## src/hw/rtl/hud_pkg.sv

```systemverilog
// Package for the HCI UART packet deframer: header codes, packet kinds,
// parser state encoding and the result beat type. No dependencies.
`default_nettype none

package hud_pkg;

  localparam int unsigned ByteW  = 8;
  localparam int unsigned CountW = 17;

  localparam logic [ByteW-1:0] HdrEvent       = 8'h04;
  localparam logic [ByteW-1:0] HdrAcl         = 8'h02;
  localparam logic [ByteW-1:0] HdrVendor      = 8'h05;
  localparam logic [ByteW-1:0] VendorLenReset = 8'd10;
  localparam logic [ByteW-1:0] VendorLenMin   = 8'd2;

  localparam logic [CountW-1:0] EventLenPos = 17'd3;
  localparam logic [CountW-1:0] AclLowPos   = 17'd4;
  localparam logic [CountW-1:0] AclHighPos  = 17'd5;
  localparam logic [CountW-1:0] EventOvh    = 17'd3;
  localparam logic [CountW-1:0] AclOvh      = 17'd5;

  typedef enum logic [1:0] {
    KindEvent  = 2'd0,
    KindAcl    = 2'd1,
    KindVendor = 2'd2,
    KindNone   = 2'd3
  } kind_e;

  typedef enum logic [3:0] {
    StIdle   = 4'b0001,
    StEvent  = 4'b0010,
    StAcl    = 4'b0100,
    StVendor = 4'b1000
  } parse_state_e;

  typedef struct packed {
    logic [ByteW-1:0]  data_byte;
    kind_e             packet_kind;
    logic [CountW-1:0] byte_index;
    logic              packet_end;
    logic              dropped;
  } result_t;

endpackage

`default_nettype wire

```

## src/hw/rtl/hci_uart_packet_deframer.sv

```systemverilog
// Top level of the HCI UART (H4) packet deframer: header parse, length
// tracking and a two-entry output stage. Depends on hud_pkg.
//
// channel | direction | handshake             | payload
// rx      | in        | rx_valid_i/rx_stall_o | rx_byte_i
// out     | out       | out_valid_o/out_stall_i | data_byte_o, packet_kind_o,
//         |           |                       | byte_index_o, packet_end_o, dropped_o
// cfg     | in        | cfg_we_i              | cfg_data_i (vendor packet length)
//
// One byte per cycle while rx_stall_o is low; each result is registered in the
// output entry, or in the skid entry while out is stalled. The parser state
// updates in the accept cycle. The skid entry holds one result; rx_stall_o rises
// only when both entries are full. Reset returns the parser to idle and empties
// both entries; vendor length resets to ten.
`default_nettype none

module hci_uart_packet_deframer
  import hud_pkg::*;
(
  input  wire logic              clk_i,
  input  wire logic              rst_ni,
  input  wire logic              cfg_we_i,
  input  wire logic [ByteW-1:0]  cfg_data_i,
  input  wire logic              rx_valid_i,
  output      logic              rx_stall_o,
  input  wire logic [ByteW-1:0]  rx_byte_i,
  output      logic              out_valid_o,
  input  wire logic              out_stall_i,
  output      logic [ByteW-1:0]  data_byte_o,
  output      logic [1:0]        packet_kind_o,
  output      logic [CountW-1:0] byte_index_o,
  output      logic              packet_end_o,
  output      logic              dropped_o
);

  logic [ByteW-1:0]  vendor_len_q;
  parse_state_e      state_q, state_d;
  logic [CountW-1:0] count_q, count_d;
  logic              known_q, known_d;
  logic [CountW-1:0] total_q, total_d;
  logic [ByteW-1:0]  acl_low_q, acl_low_d;

  result_t           res_d, out_q, skid_q;
  logic              out_valid_q, skid_valid_q;
  logic              accept, out_fire;
  logic [CountW-1:0] count_inc;

  assign rx_stall_o = skid_valid_q;
  assign accept     = rx_valid_i && !skid_valid_q;
  assign out_fire   = out_valid_q && !out_stall_i;
  assign count_inc  = count_q + CountW'(1);

  always_comb begin
    state_d   = state_q;
    count_d   = count_q;
    known_d   = known_q;
    total_d   = total_q;
    acl_low_d = acl_low_q;
    res_d.data_byte   = rx_byte_i;
    res_d.packet_kind = KindNone;
    res_d.byte_index  = '0;
    res_d.packet_end  = 1'b0;
    res_d.dropped     = 1'b0;
    case (state_q)
      StEvent, StAcl, StVendor: begin
        res_d.byte_index = count_q;
        count_d = count_inc;
        case (state_q)
          StEvent: begin
            res_d.packet_kind = KindEvent;
            if (count_inc == EventLenPos) begin
              total_d = CountW'(rx_byte_i) + EventOvh;
              known_d = 1'b1;
            end
          end
          StAcl: begin
            res_d.packet_kind = KindAcl;
            if (count_inc == AclLowPos) acl_low_d = rx_byte_i;
            if (count_inc == AclHighPos) begin
              total_d = CountW'({rx_byte_i, acl_low_q}) + AclOvh;
              known_d = 1'b1;
            end
          end
          default: res_d.packet_kind = KindVendor;
        endcase
        if (known_d && count_d == total_d) begin
          res_d.packet_end = 1'b1;
          state_d = StIdle;
          count_d = '0;
          known_d = 1'b0;
        end
      end
      default: begin
        count_d = CountW'(1);
        known_d = 1'b0;
        total_d = '0;
        if (rx_byte_i == HdrEvent) begin
          res_d.packet_kind = KindEvent;
          state_d = StEvent;
        end else if (rx_byte_i == HdrAcl) begin
          res_d.packet_kind = KindAcl;
          state_d = StAcl;
        end else if (rx_byte_i == HdrVendor) begin
          res_d.packet_kind = KindVendor;
          state_d = StVendor;
          total_d = (vendor_len_q < VendorLenMin) ? CountW'(VendorLenMin)
                                                  : CountW'(vendor_len_q);
          known_d = 1'b1;
        end else begin
          state_d = StIdle;
          count_d = '0;
          res_d.dropped = 1'b1;
        end
      end
    endcase
  end

  always_ff @(posedge clk_i or negedge rst_ni) begin
    if (!rst_ni) begin
      vendor_len_q <= VendorLenReset;
    end else if (cfg_we_i) begin
      vendor_len_q <= cfg_data_i;
    end
  end

  always_ff @(posedge clk_i or negedge rst_ni) begin
    if (!rst_ni) begin
      state_q   <= StIdle;
      count_q   <= '0;
      known_q   <= 1'b0;
      total_q   <= '0;
      acl_low_q <= '0;
    end else if (accept) begin
      state_q   <= state_d;
      count_q   <= count_d;
      known_q   <= known_d;
      total_q   <= total_d;
      acl_low_q <= acl_low_d;
    end
  end

  always_ff @(posedge clk_i or negedge rst_ni) begin
    if (!rst_ni) begin
      out_valid_q  <= 1'b0;
      skid_valid_q <= 1'b0;
    end else if (!out_valid_q || out_fire) begin
      out_valid_q  <= skid_valid_q || accept;
      skid_valid_q <= 1'b0;
    end else if (accept) begin
      skid_valid_q <= 1'b1;
    end
  end

  always_ff @(posedge clk_i) begin
    if (!out_valid_q || out_fire) begin
      out_q <= skid_valid_q ? skid_q : res_d;
    end else if (accept) begin
      skid_q <= res_d;
    end
  end

  assign out_valid_o   = out_valid_q;
  assign data_byte_o   = out_q.data_byte;
  assign packet_kind_o = out_q.packet_kind;
  assign byte_index_o  = out_q.byte_index;
  assign packet_end_o  = out_q.packet_end;
  assign dropped_o     = out_q.dropped;

  a_skid_needs_out: assert property (@(posedge clk_i) disable iff (!rst_ni)
    skid_valid_q |-> out_valid_q)
    else $error("skid entry full while output entry empty");

  a_drop_fields: assert property (@(posedge clk_i) disable iff (!rst_ni)
    (out_valid_o && dropped_o) |->
      (packet_kind_o == KindNone && byte_index_o == '0 && !packet_end_o))
    else $error("dropped beat carries packet fields");

  a_end_to_idle: assert property (@(posedge clk_i) disable iff (!rst_ni)
    (accept && res_d.packet_end) |=> (state_q == StIdle && count_q == '0))
    else $error("parser not idle after packet end");

  a_idle_clean: assert property (@(posedge clk_i) disable iff (!rst_ni)
    (state_q == StIdle) |-> (!known_q && count_q == '0))
    else $error("idle parser holds stale length state");

endmodule

`default_nettype wire

```

## config.mk

```make
export PLATFORM = sky130hd
export DESIGN_NAME = hci_uart_packet_deframer
export DESIGN_NICKNAME = d
export VERILOG_FILES = /design/src/hw/rtl/hud_pkg.sv /design/src/hw/rtl/hci_uart_packet_deframer.sv
export SDC_FILE = /design/constraint.sdc
export NUM_CORES = 1
export LEC_CHECK = 0
export BUFFER_PORTS_ARGS = -buffer_cell sky130_fd_sc_hd__buf_2
export CAP_MARGIN = 10
export CORE_ASPECT_RATIO = 1.1
export CORE_MARGIN = 4
export CORE_UTILIZATION = 60
export DETAILED_ROUTE_END_ITERATION = 10
export HOLD_SLACK_MARGIN = 0.02
export PLACE_DENSITY = 0.91
export SKIP_LAST_GASP = 1
export SYNTH_ARGS = -nofsm -noshare
export SYNTH_HDL_FRONTEND = slang
export SYNTH_SLANG_ARGS = --single-unit
```

## constraint.sdc

```tcl
create_clock -name clk_i -period 8.25 [get_ports clk_i]
set_clock_uncertainty 0.05 [all_clocks]
set_input_delay 0.4125 -clock clk_i [delete_from_list [all_inputs] [get_ports clk_i]]
set_output_delay 0.4125 -clock clk_i [all_outputs]
set_load 0.01 [all_outputs]
```

==> metrics.md, run 1 <==
| Metric | Value |
|---|---|
| Num CTS Buffers | `17` |
| Starting Density | `0.611` |
| Port Buffer Count | `51` |
| Max-cap violation count | `0` |
| Top cells by area, synth | `edfxtp_1 26%, dfrtp_1 20%, mux2_2 6.1%, nand2_1 3.9%, xnor2_1 3.0%` |
| Vias per Instance | `6.58` |
| H-tree depth | `4` |
| Crit. End Element | `flop` |
| Routed length per instance | `22.4 um` |
| Gpl congestion | `0.945` |
| Sequential area share after synthesis | `0.476` |
| DRT iter0 DRCs | `588` |
| Yosys warns | `0` |
| Worst Path Max Fanout | `17` |
| Synthesized Nets | `684` |
| Period utilization | `0.615` |
| Buffers plus inverters on the worst setup path | `0` |
| Syn Inst Count | `653` |
| Final Power | `1.58 mW` |
| Clock transition at path regs | `0.06 ns` |
| CTS tree | `done` |
| Clock root cell | `clkbuf_16` |
| Clock Sinks | `115` |
| Dpl ws | `3.37 ns` |
| Multi-input gate area | `0.00325 sq mm` |
| Crit path max-delay family | `simple AND/OR/NAND/NOR gates` |
| Die height | `119 um` |
| Primary FF master, synth | `edfxtp_1` |
| # fillers | `849` |
| Post-CTS sizing | `0` |
| WP data arrival | `5.34 ns` |
| RSZ-0062 raised after global routing | `no` |
| F_max | `0.197 GHz` |
| Global-route wire length before repair | `30.3 mm` |
| Initial antenna violation count | `0` |
| CTS Buffer Depth | `2` |
| Max_slew headroom | `0.410` |
| EDFF count, synth | `58` |
| Most frequent cells in the layout | `70 x nand2_1, 58 x edfxtp_1, 54 x dfrtp_1, 51 x nor2_1, 51 x buf_2` |
| Die width | `109 um` |
| Detailed Routing Iterations Pass 1 | `7` |
| Final hold viol count | `0` |
| Crit path largest cell delay | `0.75 ns` |
| Total Routing Usage GR | `0.308` |
| Worst Setup Start Kind | `flop` |
| Minimum clock period | `5.07 ns` |
| Commonest non-fill, non-tap cell in the layout | `nand2_1` |
| Number of global-route vias before repair | `5487` |
| Fin. max-slew vios | `0` |
| Die ar. | `0.0129 sq mm` |
| Fin nets | `726` |
| Core Area | `0.0109 sq mm` |
| Register Area | `0.00317 sq mm` |
| Critical path cell sequence | `ha_1 > nand3_2 > nor4_1 > xnor2_1 > nand3_1 > nor3_1 > nand2_1 > a31oi_1 > o211ai_1 > nor4b_1 > a21o_4 > o21ai_1 > a21o_1` |
| Synthesized flop and latch total | `115` |
| Average size of a mapped cell | `10.2 sq um` |
| Async SR Flop Fraction | `0.496` |
| Setup TNS | `0 ns` |
| Pwr Density | `206 mW/mm^2` |
| Setup Buffers After CTS | `0` |
| Layout area overhead | `14.7%` |
| Share of the synthesized area in the top cell type | `0.261` |
| Final worst setup slack | `3.18 ns` |
| Row cnt | `40` |
| WS Path Type | `flop to flop` |
| Slowest cell on crit path | `nor4b_1` |
| Status | `finished, final reports clean` |
| Antenna diode count | `0` |
| Post-synth top area cell | `edfxtp_1` |
| Clk Latency, worst-skew pair | `0.43 ns` |
| Post-route ant nets | `0` |
| Maximum number of pins on one net before global-route repair | `58` |
| Routed wire length | `19.2 mm` |
| Final core occ | `0.701` |
| Netlist cell types | `72` |
| I/O pins | `52` |
| Mapped Area | `0.00667 sq mm` |
| Hold buffers post-CTS | `0` |
| Final setup fails | `0` |
| Hold Path Class | `input pin to asynchronous set/reset pin` |
| DRC | `0` |
| Placed wire-length estimate | `13.1 mm` |
| Leak | `2.99 nW` |
| Layout cells sized above 1 | `0.216` |
| VDD IR-drop max | `0.000114 V` |
| GRT overflow | `0` |
| Required time worst endpoint | `8.51 ns` |
| Worst-margin pin slew | `0.873 ns` |
| Vias | `5624` |
==> layer usage <==
metal | track usage | part of all wire | vias up
met5 | 0 | 0 | -
met4 | 0.148 | 0.041 | 0
met3 | 0.0601 | 0.069 | 71
met2 | 0.485 | 0.48 | 295
met1 | 0.405 | 0.40 | 2745
li1 | - | - | 2513
==> logic make-up (layout without fill, tap and decap cells) <==
kind of cell,count (synthesis),in the layout,share of synthesized area
multiplexers,38,38,0.0638
AO/OA/AOI/OAI,165,165,0.172
XOR/XNOR,40,40,0.0526
adder cells (fa/ha/maj),10,10,0.0188
buffers and inverters,53,108,0.0385
AND/OR/NAND/NOR,232,232,0.178
flip-flops,115,115,0.476
==> flip-flops by register name, summed over array words and instances (netlist names) <==
signal / cells
byte_index_o: 17
count_q: 17
dropped_o: 1
total_q: 17
skid_q: 29
known_q: 1
state_q: 4
packet_end_o: 1
vendor_len_q: 8
rx_stall_o: 1
packet_kind_o: 2
out_valid_o: 1
data_byte_o: 8
acl_low_q: 8
==> Yosys cell counts (6+ instances only) <==
master and n:
o22ai_1 6, and2_1 18, dfrtp_1 54, o31ai_1 10
nand3_1 22, edfxtp_1 58, o21ai_0 38, nor4_1 9
buf_2 7, inv_1 15, buf_6 6, a22o_1 7
xnor2_1 23, a21o_1 8, nand2_1 70, mux2_2 36
ha_1 10, nor3_1 14, nor2_1 52, xor2_1 17
a31oi_1 13, clkbuf_1 21, a21oi_1 19, o21ai_1 13
==> power breakdown <==
part / leakage [nW] / switching [mW] / total, mW / internal (mW)
clock: 0.309 / 0.287 / 0.826 / 0.539
sequential: 1.31 / 0.0104 / 0.644 / 0.634
combinational: 1.37 / 0.0675 / 0.106 / 0.0388
==> metrics by stage <==
step                hold WS, ns  cell area, sq um  cells
floorplan                0.0669              6670    653
global placement          0.449              6990    823
detailed placement        0.449              6990    823
CTS                       0.117              7640    855
global route              0.148              7640    855
finish                   0.0885              7640    855
==> final cells by class <==
type,count,area share
flip-flops and latches,115,0.415
inverters,15,0.00736
multi-input cells,485,0.425
repair buffers,61,0.0432
clock inverters,15,0.0303
well taps,147,0.0241
clock buffers,17,0.0556
==> worst register-to-register path, delay by kind of cell, from the launching register on <==
family	cells	cell delay, ns
AND/OR/NAND/NOR	6	2.26
AO/OA/AOI/OAI	5	1.36
flip-flops	1	0.57
adder cells (fa/ha/maj)	1	0.43
XOR/XNOR	1	0.31
==> path summary, 6_finish.rpt <==
| kind | slack, ns | cells past startpoint | start | end |
|---|---|---|---|---|
| worst max-delay path | 3.18 | 13 | count_q[0] | count_q[8] |
| worst min-delay path | 0.09 | 2 | rst_ni | acl_low_q[0] |
| worst max register to register | 3.18 | 13 | count_q[0] | count_q[8] |
| min in group clk_i | 0.17 | 2 | cfg_data_i[7] | vendor_len_q[7] |
| worst min register to register | 0.46 | 1 | known_q | known_q |
| max in group asynchronous | 7.55 | 2 | rst_ni | count_q[12] |
(Power assumes the default switching activity.)
==> inputs of run 2 (changes only) <==
- clock period: 8.25 -> 4.8 ns (I/O delays scaled with it)
==> run 2 against run 1 <==
  * Non-clock buffer count rose by 34
  * Worst hold slack got worse by 0.0093 ns
  * Setup slack got worse by 2.7 ns
  * Global-route usage fell by 1.2 points
  * Count of clock-buffer cells in the layout rose by 4
  * Combinational power rose by 75%
  * Highest routed layer unchanged
==> metrics.md, run 2 (synthesized netlist as in run 1, its figures left out) <==
| Metric | Value |
|---|---|
| VDD IR-drop max | `0.000380 V` |
| Num CTS Buffers | `17` |
| H-tree depth | `4` |
| Clock transition at path regs | `0.05 ns` |
| GRT overflow | `0` |
| Pwr Density | `326 mW/mm^2` |
| Clock Sinks | `115` |
| Fin. max-slew vios | `0` |
| Worst-margin pin slew | `0.864 ns` |
| Worst Setup Start Kind | `flop` |
| Total Routing Usage GR | `0.295` |
| Leak | `3.13 nW` |
| Setup Buffers After CTS | `0` |
| Final Power | `2.57 mW` |
| DRC | `0` |
| Design Area, Final | `0.00786 sq mm` |
| Max FFs per register | `29` |
| WP data arrival | `4.61 ns` |
| Global-route wire length before repair | `29.3 mm` |
| Vias | `5796` |
| Port Buffer Count | `51` |
| Commonest non-fill, non-tap cell in the layout | `nand2_1` |
| Internal power | `2.00 mW` |
| Largest Register | `skid_q` |
| Most frequent cells in the layout | `70 x nand2_1, 58 x edfxtp_1, 54 x dfrtp_1, 51 x nor2_1, 51 x buf_2` |
| Status | `finished, final reports clean` |
| Antenna diode count | `0` |
| Period utilization | `0.907` |
| Clk pwr share | `0.495` |
| # fillers | `791` |
| Final hold viol count | `0` |
| Die ar. | `0.0129 sq mm` |
| Routed length per instance | `20.5 um` |
| Die height | `119 um` |
| Vias per Instance | `6.52` |
| Worst Path Max Fanout | `17` |
| RSZ-0062 raised after global routing | `no` |
| Switching pwr | `0.568 mW` |
| Dpl ws | `0.526 ns` |
| Initial antenna violation count | `0` |
| Setup TNS | `0 ns` |
| Hold Path Class | `input pin to flop` |
| WS Path Type | `flop to flop` |
| Row cnt | `40` |
| Layout cells sized above 1 | `0.236` |
| CTS Buffer Depth | `2` |
| Required time worst endpoint | `5.06 ns` |
| Post-CTS sizing | `0` |
| Starting Density | `0.611` |
| Number of global-route vias before repair | `5592` |
| Post-route ant nets | `0` |
| Clock root cell | `clkbuf_16` |
| Minimum clock period | `4.35 ns` |
| Die width | `109 um` |
| Core Area | `0.0109 sq mm` |
| CTS tree | `done` |
| Gpl congestion | `0.998` |
| Clk Latency, worst-skew pair | `0.42 ns` |
| Routed wire length | `18.3 mm` |
| Fin nets | `760` |
| Layout area overhead | `17.9%` |
| Final worst setup slack | `0.447 ns` |
| DRT iter0 DRCs | `771` |
| Final setup fails | `0` |
| Maximum number of pins on one net before global-route repair | `58` |
| I/O pins | `52` |
| Max-cap violation count | `0` |
| Placed wire-length estimate | `12.7 mm` |
| Sw Share | `0.221` |
| Combinational share of power | `0.072` |
| F_max | `0.230 GHz` |
| Crit. End Element | `flop` |
| Dpl cell area | `0.00717 sq mm` |
| Final core occ | `0.721` |
| Max_slew headroom | `0.416` |
| Flop pwr share | `0.433` |
| Detailed Routing Iterations Pass 1 | `5` |
==> run 2: what timing repair did <==
action                                  CTS  global route
endpoints found under the setup margin    0             0
hold endpoints to repair                 63             0
hold buffers                             10             0
==> run 2: layout make-up <==
class                   instances  area, sq um  area share
clock buffers                  21          460      0.0586
repair buffers                 95          611      0.0777
well taps                     147          184      0.0234
flip-flops and latches        115         3170       0.403
multi-input cells             485         3250       0.413
clock inverters                11          134      0.0170
inverters                      15         56.3     0.00716
==> run 2: power groups by stage <==
stage	combinational (mW)	clock [mW]	sequential (mW)
detailed placement	0.177	0	1.13
global route	0.200	1.32	1.11
global placement	0.170	0	1.13
floorplan	0.0908	0	1.14
CTS	0.184	1.28	1.11
finish	0.185	1.27	1.11
==> run 2: critical path: stages, from the launching register on <==
cell and delay (ns):
dfrtp_1 0.45, ha_1 0.25, nand3_2 0.17, nor2_2 0.19, nand3_1 0.18, xnor2_1 0.22
or4_1 0.62, o311a_1 0.40, a2111oi_2 0.33, o2111ai_1 0.27, a2111oi_4 0.52, a21o_4 0.30
o21ai_1 0.10, a21o_1 0.19
==> run 2: final timing paths <==
| path | to | slack (ns) | depth (start not counted) | start |
|---|---|---|---|---|
| max | count_q[5] | 0.45 | 13 | count_q[1] |
| min in group asynchronous | acl_low_q[4] | 0.46 | 3 | rst_ni |
| min reg2reg | known_q | 0.46 | 1 | known_q |
| min | skid_q[26] | 0.08 | 1 | rx_byte_i[5] |
| max in group asynchronous | total_q[15] | 3.72 | 3 | rst_ni |
| max reg2reg | count_q[5] | 0.45 | 13 | count_q[1] |
==> run 2: metrics by stage <==
step | std cells | hold slack, ns
floorplan | 653 | -0.106
global route | 889 | 0.0798
global placement | 847 | 0.373
finish | 889 | 0.0792
detailed placement | 847 | 0.382
CTS | 889 | 0.0680
==> run 2: layer usage <==
metal	vias to the layer above	GRT usage	share of wire
met5	-	0	0
li1	2585	-	-
met4	0	0.132	0.036
met1	2777	0.390	0.39
met3	69	0.0699	0.094
met2	365	0.461	0.48
